--- src/design/dlgs_pkg.sv ---
// ----------------------------------------------------------------------------
// dlgs_pkg: shared types and constants
// Gun masks, sequencer states and the modulo unit result bundle.
// ----------------------------------------------------------------------------
package dlgs_pkg;

  localparam int unsigned GUN_COUNT  = 6;
  localparam int unsigned DIST_W     = 32;
  localparam int unsigned LEN_W      = 16;
  localparam int unsigned CYC_W      = LEN_W + 1;
  localparam int unsigned DIV_W      = CYC_W + 1;
  localparam int unsigned WIDTH_W    = 8;
  localparam int unsigned CNT_W      = $clog2(DIST_W);

  localparam logic [GUN_COUNT-1:0] MaskAll    = 6'h3F;
  localparam logic [GUN_COUNT-1:0] MaskMiddle = 6'h0E;
  localparam logic [GUN_COUNT-1:0] MaskLeft   = 6'h07;
  localparam logic [GUN_COUNT-1:0] MaskRight  = 6'h38;
  localparam logic [GUN_COUNT-1:0] MaskOff    = 6'h00;

  localparam logic [WIDTH_W-1:0] WidthNarrow = 8'd12;
  localparam logic [WIDTH_W-1:0] WidthWide   = 8'd24;

  // configuration register indexes
  localparam logic [1:0] RegLineLen   = 2'd0;
  localparam logic [1:0] RegGapLen    = 2'd1;
  localparam logic [1:0] RegLineWidth = 2'd2;
  localparam logic [1:0] RegReversible = 2'd3;

  typedef enum logic [2:0] {
    StIdle = 3'b001,
    StBusy = 3'b010,
    StDone = 3'b100
  } seq_state_e;

  typedef struct packed {
    logic             done;
    logic [DIV_W-1:0] rem;
  } mod_res_t;

endpackage

--- src/design/dlgs_modulo.sv ---
// ----------------------------------------------------------------------------
// dlgs_modulo: iterative remainder unit
// Restoring division, one dividend bit per cycle; returns the remainder only.
// ----------------------------------------------------------------------------
module dlgs_modulo (
  input  logic                          clk_i,
  input  logic                          rst_ni,
  input  logic                          start_i,
  input  logic [dlgs_pkg::DIST_W-1:0]   dividend_i,
  input  logic [dlgs_pkg::DIV_W-1:0]    divisor_i,
  output dlgs_pkg::mod_res_t            res_o
);

  logic                         busy_q, busy_d;
  logic                         done_q, done_d;
  logic [dlgs_pkg::CNT_W-1:0]   cnt_q, cnt_d;
  logic [dlgs_pkg::DIST_W-1:0]  shf_q, shf_d;
  logic [dlgs_pkg::DIV_W-1:0]   rem_q, rem_d;
  logic [dlgs_pkg::DIV_W-1:0]   div_q, div_d;
  logic [dlgs_pkg::DIV_W:0]     trial;
  logic [dlgs_pkg::DIV_W:0]     diff;

  assign trial = {rem_q, shf_q[dlgs_pkg::DIST_W-1]};
  assign diff  = trial - {1'b0, div_q};

  always_comb begin
    busy_d = busy_q;
    done_d = 1'b0;
    cnt_d  = cnt_q;
    shf_d  = shf_q;
    rem_d  = rem_q;
    div_d  = div_q;
    if (start_i) begin
      busy_d = 1'b1;
      cnt_d  = '0;
      shf_d  = dividend_i;
      rem_d  = '0;
      div_d  = divisor_i;
    end else if (busy_q) begin
      shf_d = {shf_q[dlgs_pkg::DIST_W-2:0], 1'b0};
      if (trial >= {1'b0, div_q}) begin
        rem_d = diff[dlgs_pkg::DIV_W-1:0];
      end else begin
        rem_d = trial[dlgs_pkg::DIV_W-1:0];
      end
      cnt_d = cnt_q + 1'b1;
      if (cnt_q == dlgs_pkg::CNT_W'(dlgs_pkg::DIST_W - 1)) begin
        busy_d = 1'b0;
        done_d = 1'b1;
      end
    end
  end

  always_ff @(posedge clk_i or negedge rst_ni) begin
    if (!rst_ni) begin
      busy_q <= 1'b0;
      done_q <= 1'b0;
      cnt_q  <= '0;
    end else begin
      busy_q <= busy_d;
      done_q <= done_d;
      cnt_q  <= cnt_d;
    end
  end

  always_ff @(posedge clk_i) begin
    shf_q <= shf_d;
    rem_q <= rem_d;
    div_q <= div_d;
  end

  assign res_o.done = done_q;
  assign res_o.rem  = rem_q;

endmodule

--- src/design/dashed_line_gun_sequencer.sv ---
// ----------------------------------------------------------------------------
// dashed_line_gun_sequencer: paint-gun relay sequencer for dashed lines
// Per distance word, drives six gun relays from dash/gap position and width.
// ----------------------------------------------------------------------------
//  channel | signals                                   | direction
//  in      | in_valid_i/in_ready_o, distance/painting/rev | word in
//  out     | out_valid_o/out_ready_i, gun_mask_o         | word out
//  cfg     | cfg_we_i, cfg_idx_i, cfg_data_i             | write only
//
// A dashed word is accepted, then runs 32 steps of the remainder unit
// (distance mod twice the cycle); the remainder is taken, then the result
// is loaded into the output register.
// Not painting or continuous line: the remainder unit is skipped.
// A waiting result lets the next word in; that word then holds in its result
// cycle, with the input not ready, until the waiting result is taken.
// Reset: relays off, no output, width 12, idle, line/gap/reversible zero.
module dashed_line_gun_sequencer (
  input  logic                                clk_i,
  input  logic                                rst_ni,
  input  logic                                in_valid_i,
  output logic                                in_ready_o,
  input  logic [dlgs_pkg::DIST_W-1:0]         distance_cm_i,
  input  logic                                painting_i,
  input  logic                                reversed_i,
  output logic                                out_valid_o,
  input  logic                                out_ready_i,
  output logic [dlgs_pkg::GUN_COUNT-1:0]      gun_mask_o,
  input  logic                                cfg_we_i,
  input  logic [1:0]                          cfg_idx_i,
  input  logic [dlgs_pkg::LEN_W-1:0]          cfg_data_i
);

  dlgs_pkg::seq_state_e                state_q, state_d;
  logic [dlgs_pkg::LEN_W-1:0]          line_q, gap_q;
  logic [dlgs_pkg::WIDTH_W-1:0]        width_q;
  logic                                rev_q;
  logic                                painting_q, reversed_q, skip_q;
  logic [dlgs_pkg::DIV_W-1:0]          rem_q;
  logic                                out_valid_q, out_valid_d;
  logic [dlgs_pkg::GUN_COUNT-1:0]      mask_q, mask_d;

  logic                                accept;
  logic                                start;
  logic [dlgs_pkg::CYC_W-1:0]          cycle;
  logic [dlgs_pkg::DIV_W-1:0]          cycle_ext;
  logic                                half2;
  logic [dlgs_pkg::DIV_W-1:0]          pos;
  logic                                dash;
  logic [dlgs_pkg::GUN_COUNT-1:0]      wmask;
  logic [dlgs_pkg::GUN_COUNT-1:0]      new_mask;
  logic                                load_out;
  dlgs_pkg::mod_res_t                  mod_res;

  assign in_ready_o = (state_q == dlgs_pkg::StIdle);
  assign accept     = in_valid_i & in_ready_o;
  assign start      = accept & painting_i & (line_q != '0);
  assign cycle      = {1'b0, line_q} + {1'b0, gap_q};
  assign cycle_ext  = {1'b0, cycle};

  dlgs_modulo u_mod (
    .clk_i      (clk_i),
    .rst_ni     (rst_ni),
    .start_i    (start),
    .dividend_i (distance_cm_i),
    .divisor_i  ({cycle, 1'b0}),
    .res_o      (mod_res)
  );

  // result from remainder of twice the cycle
  assign half2 = (rem_q >= cycle_ext);
  assign pos   = half2 ? (rem_q - cycle_ext) : rem_q;
  assign dash  = (pos < {2'b00, line_q});

  always_comb begin
    if (width_q == dlgs_pkg::WidthNarrow) begin
      wmask = dlgs_pkg::MaskMiddle;
    end else if (width_q == dlgs_pkg::WidthWide) begin
      wmask = dlgs_pkg::MaskAll;
    end else begin
      wmask = mask_q;
    end
  end

  always_comb begin
    if (!painting_q) begin
      new_mask = dlgs_pkg::MaskOff;
    end else if (skip_q) begin
      new_mask = wmask;
    end else if (rev_q && !half2) begin
      if (reversed_q) begin
        new_mask = dlgs_pkg::MaskRight | (dash ? dlgs_pkg::MaskLeft : dlgs_pkg::MaskOff);
      end else begin
        new_mask = dlgs_pkg::MaskLeft | (dash ? dlgs_pkg::MaskRight : dlgs_pkg::MaskOff);
      end
    end else begin
      new_mask = dash ? wmask : dlgs_pkg::MaskOff;
    end
  end

  assign load_out = (state_q == dlgs_pkg::StDone) & (~out_valid_q | out_ready_i);

  always_comb begin
    state_d     = state_q;
    out_valid_d = out_valid_q & ~out_ready_i;
    mask_d      = mask_q;
    unique case (state_q)
      dlgs_pkg::StIdle: begin
        if (accept) begin
          state_d = start ? dlgs_pkg::StBusy : dlgs_pkg::StDone;
        end
      end
      dlgs_pkg::StBusy: begin
        if (mod_res.done) begin
          state_d = dlgs_pkg::StDone;
        end
      end
      dlgs_pkg::StDone: begin
        if (load_out) begin
          state_d     = dlgs_pkg::StIdle;
          out_valid_d = 1'b1;
          mask_d      = new_mask;
        end
      end
      default: state_d = dlgs_pkg::StIdle;
    endcase
  end

  always_ff @(posedge clk_i or negedge rst_ni) begin
    if (!rst_ni) begin
      state_q     <= dlgs_pkg::StIdle;
      out_valid_q <= 1'b0;
      mask_q      <= dlgs_pkg::MaskOff;
      line_q      <= '0;
      gap_q       <= '0;
      width_q     <= dlgs_pkg::WidthNarrow;
      rev_q       <= 1'b0;
    end else begin
      state_q     <= state_d;
      out_valid_q <= out_valid_d;
      mask_q      <= mask_d;
      if (cfg_we_i) begin
        unique case (cfg_idx_i)
          dlgs_pkg::RegLineLen:    line_q  <= cfg_data_i;
          dlgs_pkg::RegGapLen:     gap_q   <= cfg_data_i;
          dlgs_pkg::RegLineWidth:  width_q <= cfg_data_i[dlgs_pkg::WIDTH_W-1:0];
          dlgs_pkg::RegReversible: rev_q   <= cfg_data_i[0];
          default: ;
        endcase
      end
    end
  end

  always_ff @(posedge clk_i) begin
    if (accept) begin
      painting_q <= painting_i;
      reversed_q <= reversed_i;
      skip_q     <= ~start;
    end
    if (mod_res.done) begin
      rem_q <= mod_res.rem;
    end
  end

  assign out_valid_o = out_valid_q;
  assign gun_mask_o  = mask_q;

endmodule

--- config.mk ---
export PLATFORM = sky130hd
export DESIGN_NAME = dashed_line_gun_sequencer
export DESIGN_NICKNAME = d
export VERILOG_FILES = /design/src/design/dlgs_pkg.sv /design/src/design/dlgs_modulo.sv /design/src/design/dashed_line_gun_sequencer.sv
export SDC_FILE = /design/constraint.sdc
export NUM_CORES = 1
export LEC_CHECK = 0
export ABC_AREA = 1
export BUFFER_PORTS_ARGS = -buffer_cell sky130_fd_sc_hd__buf_2
export CORE_MARGIN = 3
export CORE_UTILIZATION = 45
export CTS_CLUSTER_DIAMETER = 150
export DETAILED_ROUTE_END_ITERATION = 7
export GPL_ROUTABILITY_DRIVEN = 0
export SYNTH_ARGS = -nofsm -noshare
export SYNTH_HDL_FRONTEND = slang
export SYNTH_SLANG_ARGS = --single-unit
export TNS_END_PERCENT = 5
--- constraint.sdc ---
create_clock -name clk_i -period 11.3 [get_ports clk_i]
set_input_delay 2.26 -clock clk_i [delete_from_list [all_inputs] [get_ports clk_i]]
set_output_delay 2.26 -clock clk_i [all_outputs]
set_load 0.005 [all_outputs]
Word level (Yosys, flattened, before mapping)
Cells that the tools add are included.
{"block": "classes", "addsub": 4, "magnitude_cmp": 3, "n_eq_ne": 12, "n_mux": 28, "n_bitwise": 9, "n_reduce_logical": 11}
{"operator": "32-bit 2-to-1 mux", "count": 2}
{"operator": "6-bit 2-to-1 mux", "count": 8}
{"operator": "18-bit 2-to-1 mux", "count": 2}
{"operator": "19-bit by 18-bit >= comparator with 1-bit output", "count": 1}
{"operator": "18-bit by 17-bit >= comparator with 1-bit output", "count": 1}
{"operator": "18-bit by 16-bit < comparator with 1-bit output", "count": 1}
{"operator": "18-bit by 17-bit subtractor with 18-bit output", "count": 1}
{"operator": "18-bit subtractor", "count": 1}
{"operator": "16-bit by 16-bit adder with 17-bit output", "count": 1}
{"operator": "16-bit nonzero test", "count": 1}
{"operator": "3-bit 2-to-1 mux", "count": 5}
{"operator": "5-bit 2-to-1 mux", "count": 2}
{"operator": "2-bit AND reduction", "count": 5}
{"operator": "3-bit one-hot mux with 3 select lines", "count": 1}
{"operator": "8-bit by 4-bit equality test with 1-bit output, second input constant", "count": 1}
{"operator": "8-bit by 5-bit equality test with 1-bit output, second input constant", "count": 1}
{"operator": "1-bit 2-to-1 mux", "count": 8}
{"operator": "5-bit by 1-bit adder with 5-bit output, second input constant", "count": 1}
{"operator": "1-bit bitwise AND", "count": 5}
{"operator": "5-bit equality test, second input constant", "count": 1}
{"operator": "2-bit equality test, second input constant", "count": 2}
{"operator": "2-bit by 1-bit inequality test with 1-bit output, second input constant", "count": 2}
{"operator": "3-bit by 1-bit equality test with 1-bit output, second input constant", "count": 1}
{"operator": "3-bit by 2-bit equality test with 1-bit output, second input constant", "count": 1}
{"operator": "10 further kinds", "count": 12}
{"block": "totals", "register_bits": 146, "in_bits": 57, "out_inout_bits": 8, "wordCells": 84}

Logic depth before layout (Yosys ltp)
{"block": "depth", "depth_word": 9, "ltp_mapped": 40, "ltp_nobuf": 38}

Hierarchy
A second synthesis with hierarchy kept.
{"block": "unflattened", "hier_cells": 1214, "hier_area_um2": 9439.1}
{"module": "dashed_line_gun_sequencer", "n_inst": 1, "cells_per_inst": 665, "area_per_inst_um2": 5118.7, "seq_area_each_um2": 1910.6}
{"module": "dlgs_modulo", "n_inst": 1, "cells_per_inst": 549, "area_per_inst_um2": 4320.4, "seq_area_each_um2": 2037.0}

Worst setup path after synthesis
No wires, ideal clock.
{"block": "synth_timing", "path_type": "register to register", "start": "register line_q[0] (netlist bit)", "end": "register mask_q (netlist bit gun_mask_o[0])", "setup_time_ns": 0.116, "arrival_ns": 4.561, "t_required_ns": 11.184, "slack_ns": 6.622, "path_stages_with_launch": 38, "n_path_buf": 2, "period_less_slack_ns": 4.678, "cell_sequence": "dfrtp_1 ha_1 fa_1 nand3_1 nand2_1 a31oi_1 o21ai_0 xnor2_1 ha_1 nand2_1 nor2_1 nand3_1 nand3_1 nand2_1 inv_1 nand2_1 nand3_2 nand2_2 [2 not listed] nand3_2 buf_6 inv_2 clkbuf_1 nand2_1 o21ai_0 ha_1 nand2_1 nor2_1 a211oi_1 o2111ai_1 clkinv_1 nand2_2 nand2_2 nand2_2 nand2_1 nand2_1 nand2_1"}
{"block": "synth_between", "elab_chain_cells": 9, "elab_cells_between_ends": 13, "cone_classes": "add/sub (2); order compare (2); mux (7); reduce/logical (2)"}
{"item": "from (decl)", "line": "dashed_line_gun_sequencer.sv:34", "rtl": "logic [dlgs_pkg::LEN_W-1:0] line_q, gap_q;"}
{"item": "from (signal assigned)", "line": "dashed_line_gun_sequencer.sv:143", "rtl": "dlgs_pkg::RegLineLen: line_q <= cfg_data_i;"}
{"item": "16-bit by 16-bit adder with 17-bit output", "line": "dashed_line_gun_sequencer.sv:57", "rtl": "assign cycle = {1'b0, line_q} + {1'b0, gap_q};"}
{"item": "18-bit by 17-bit subtractor with 18-bit output or 18-bit by 17-bit >= comparator with 1-bit output (tied branches)", "line": "dashed_line_gun_sequencer.sv:71, dashed_line_gun_sequencer.sv:70"}
{"item": "18-bit 2-to-1 mux", "line": "dashed_line_gun_sequencer.sv:71", "rtl": "assign pos = half2 ? (rem_q - cycle_ext) : rem_q;"}
{"item": "18-bit by 16-bit < comparator with 1-bit output", "line": "dashed_line_gun_sequencer.sv:72", "rtl": "assign dash = (pos < {2'b00, line_q});"}
{"item": "3-bit 2-to-1 mux", "line": "dashed_line_gun_sequencer.sv:91", "rtl": "new_mask = dlgs_pkg::MaskRight | (dash ? dlgs_pkg::MaskLeft : dlgs_pkg::MaskOff);"}
{"item": "6-bit 2-to-1 mux", "line": "dashed_line_gun_sequencer.sv:90", "rtl": "if (reversed_q) begin"}
{"item": "6-bit 2-to-1 mux *", "line": "dashed_line_gun_sequencer.sv:89", "rtl": "end else if (rev_q && !half2) begin"}
{"item": "6-bit 2-to-1 mux *", "line": "dashed_line_gun_sequencer.sv:87", "rtl": "end else if (skip_q) begin"}
{"item": "6-bit 2-to-1 mux *", "line": "dashed_line_gun_sequencer.sv:85", "rtl": "if (!painting_q) begin"}
{"item": "to (signal assigned)", "line": "dashed_line_gun_sequencer.sv:132", "rtl": "mask_q <= dlgs_pkg::MaskOff;"}
{"item": "to (signal assigned)", "line": "dashed_line_gun_sequencer.sv:140", "rtl": "mask_q <= mask_d;"}
{"item": "to (decl)", "line": "dashed_line_gun_sequencer.sv:40", "rtl": "logic [dlgs_pkg::GUN_COUNT-1:0] mask_q, mask_d;"}
Mark *: on every way between the ends. The rest lies on a longest branch, timed or not.
A chain may end at the register's enable or synchronous reset.

Worst setup path after layout
{"block": "layout_timing", "start": "register line_q[8] (netlist bit)", "end": "register mask_q (netlist bit gun_mask_o[1])"}
Same word-level chain as after synthesis.

==> metrics.yaml <==
clocking:
  cts_hold_buffers: 0
  post_cts_resized: 0
  cts-htree-levels: 4
  path_clk_slew_ns: 0.07
  worstSkewPairLatency_ns: 0.43
  clockBufferDepth: 2
  cts_setup_buffers: 0
  clock-sinks: 146
  cts_made_buffers: 17
  cts_tree: "built"
  clock_tree.root_cell: "clkbuf_16"
power_and_ir_drop:
  netSwitchingFraction: 0.411
  ir_worst_vdd_mv: 0.132
  intPower_mw: 1.58
  leakage_nw: 4.98
  power_frac_seq: 0.322
  power_mw: 2.68
  powerDensity_mw_per_mm2: 267
  clkPwrFrac: 0.220
  switchingPower_mw: 1.10
  comb_power_share: 0.459
die:
  die_height_um: 146
  core_area_mm2: 0.0190
  io_pins: 65
  die_w_um: 146
  row_count: 50
  die_area_mm2: 0.0214
  start_util: 0.466
timing:
  min_period_ns: 5.68
  drv_slew: 0
  timing.final.crit_share: 0.503
  rsz0062_at_grt: "no"
  hold_viol_final: 0
  fmax_ghz: 0.176
  setup_viol: 0
  finalSetupTns_ns: 0
  fin_ws_ns: 5.62
  worst_slew_pin_slew_ns: 0.932
  fin_skew_ns: 0.0102
  relSlewSlack: 0.377
finish:
  area_growth_pct: 13.4
  final_cell_mix: "nand2_1, inv_1, o21ai_0"
  antennaDiodeCount: 0
  stdcell_area_mm2: 0.0101
  nets: 1257
  layout-drive-gt1-share: 0.141
  instances_no_fill: 1405
  final_common_cell: "nand2_1"
place:
  dpl_cell_area_mm2: 0.00945
  placedCellCount: 1373
  dpl_worst_slack_ns: 5.65
  portBuffers: 64
  place_hpwl_um: 15100
run_status:
  status: "finished, final reports clean"
run:
  maxCapViolCount: 0
grt:
  track_usage: 0.196
  overflow: 0
  grt_pass1_vias: 6729
  antenna_found_initial: 0
  grt_pass1_wl_um: 33900
  grt_max_degree: 59
detailed_routing:
  routed-via-count: 7038
  remaining_drc_errors: 0
  avgRoutedWirePerCell_um: 14.4
  viasPerCell: 5.01
  first_iter_violations: 465
  drt-total-wl_um: 20200
  drt_first_pass_iters: 6
  ant_nets: 0
yosys:
  seq_area_frac_synth: 0.442
  synth_fp_nets: 1193
  yosysWarnings: 0
  yosysTopAreaCell: "edfxtp_1"
  synth.distinct_cells: 53
  yosys-top-cells-area: "edfxtp_1, dfrtp_1, nand2_1"
  syn-mean-instance-area_um2: 8.30
  synth_area_mm2: 0.00887
  synthCells: 1068
  ys_seq_elements: 146
  synth.top_cell.area_share: 0.237
worst_setup_path:
  crit_type: "reg2reg"
  slowest_stage: "dfrtp_1"
  cp-start-kind: "flop"
  worst-path-buf-inv: 2
  crit_path_end_kind: "flop"
  cpMostUsedCell: "nand2_1"
  crit_family: "simple AND/OR/NAND/NOR gates"
  required_ns: 11.62
  cp_slowest_stage_delay_ns: 0.44
  cp.arrival_ns: 6.00
  worstPathMaxFanout: 24
min_path:
  min_path_type: "reg2reg"
==> path summary, 6_finish.rpt <==
| check | startpoint | to | slack [ns] | cells after the start |
|---|---|---|---|---|
| max | line_q[8] | gun_mask_o[1] | 5.62 | 30 |
| min | u_mod.rem_q[0] | rem_q[0] | 0.46 | 0 |
| max reg2reg | line_q[8] | gun_mask_o[1] | 5.62 | 30 |
| min reg2reg | u_mod.rem_q[0] | rem_q[0] | 0.46 | 0 |
| max in group asynchronous | rst_ni | gap_q[15] | 8.83 | 2 |
| min in group asynchronous | rst_ni | width_q[5] | 1.97 | 2 |
==> stage by stage <==
step	hold slack [ns]	util
detailed placement	0.447	0.497
CTS	0.463	0.529
finish	0.461	0.529
global placement	0.446	0.497
global route	0.471	0.529
floorplan	0.431	-
==> cells in the mapped netlist, drive strengths merged <==
library cell  instances
nand3b                1
fa                    3
dfxtp                18
a21oi                48
o211ai               16
and3                  2
nand2               345
buf                   8
nand4                10
nor4                  7
o21bai                5
nand2b                1
or4                   1
ha                   65
or2                   3
clkbuf               16
xnor2                15
edfxtp               70
a31oi                 9
nor3                 11
a221oi                1
a21o                  1
a211oi                3
a31o                  2
inv                 143
a211o                 1
nor2                 40
xor2                 23
clkinv                2
o22ai                 1
nand3                54
o2111ai               1
dfstp                 3
a21boi                1
o31ai                 1
o21ai                81
dfrtp                55
o2bb2ai               1
==> cells by family after synthesis <==
| family | share of synthesized area |
|---|---|
| and+or+nand+nor | 0.239 |
| adders and majority gates | 0.0985 |
| AOI/OAI and AO/OA | 0.110 |
| buffers and inverters | 0.0734 |
| DFF | 0.442 |
| xor gates and xnor gates | 0.0375 |
==> layout make-up <==
cell class                      instances  area (µm²)
Timing Repair Buffer                   69         358
Multi-Input combinational cell        753        4300
Clock inverter                         15         188
Fill cell                            1858        8960
Inverter                              145         544
Tap cell                              260         325
Clock buffer                           17         425
Sequential cell                       146        3920
==> state kept, by name, indices dropped and copies added (netlist names), 3 cells and up <==
| name | flops |
|---|---|
| u_mod.shf_q | 32 |
| gap_q | 16 |
| u_mod.cnt_q | 5 |
| state_q | 3 |
| rem_q | 18 |
| gun_mask_o | 6 |
| u_mod.div_q | 17 |
| u_mod.rem_q | 18 |
| width_q | 8 |
| line_q | 16 |
==> layer usage <==
layer,vias to the layer above,part of all wire,GRT usage
met5,-,0,0
met4,0,0.014,0.0494
met3,23,0.036,0.0345
met2,123,0.45,0.309
met1,3228,0.50,0.281
li1,3664,-,-
==> power groups by stage <==
stage	combinational [mW]	sequential, mW	clock, mW
5_1_grt	1.43	0.884	0.627
3_3_place_gp	1.21	0.870	0
2_1_floorplan	0.970	0.840	0
4_1_cts	1.23	0.864	0.604
3_5_place_dp	1.23	0.871	0
6_report	1.23	0.862	0.590
==> worst reg2reg max path, delay by kind of cell, from the launching register on <==
kind | cells | cell delay [ns]
and+or+nand+nor | 16 | 1.74
AOI/OAI and AO/OA | 8 | 1.51
adders and majority gates | 3 | 1.04
buffers and inverters | 2 | 0.60
DFF | 1 | 0.44
xor gates and xnor gates | 1 | 0.24
(Power assumes the default switching activity.)
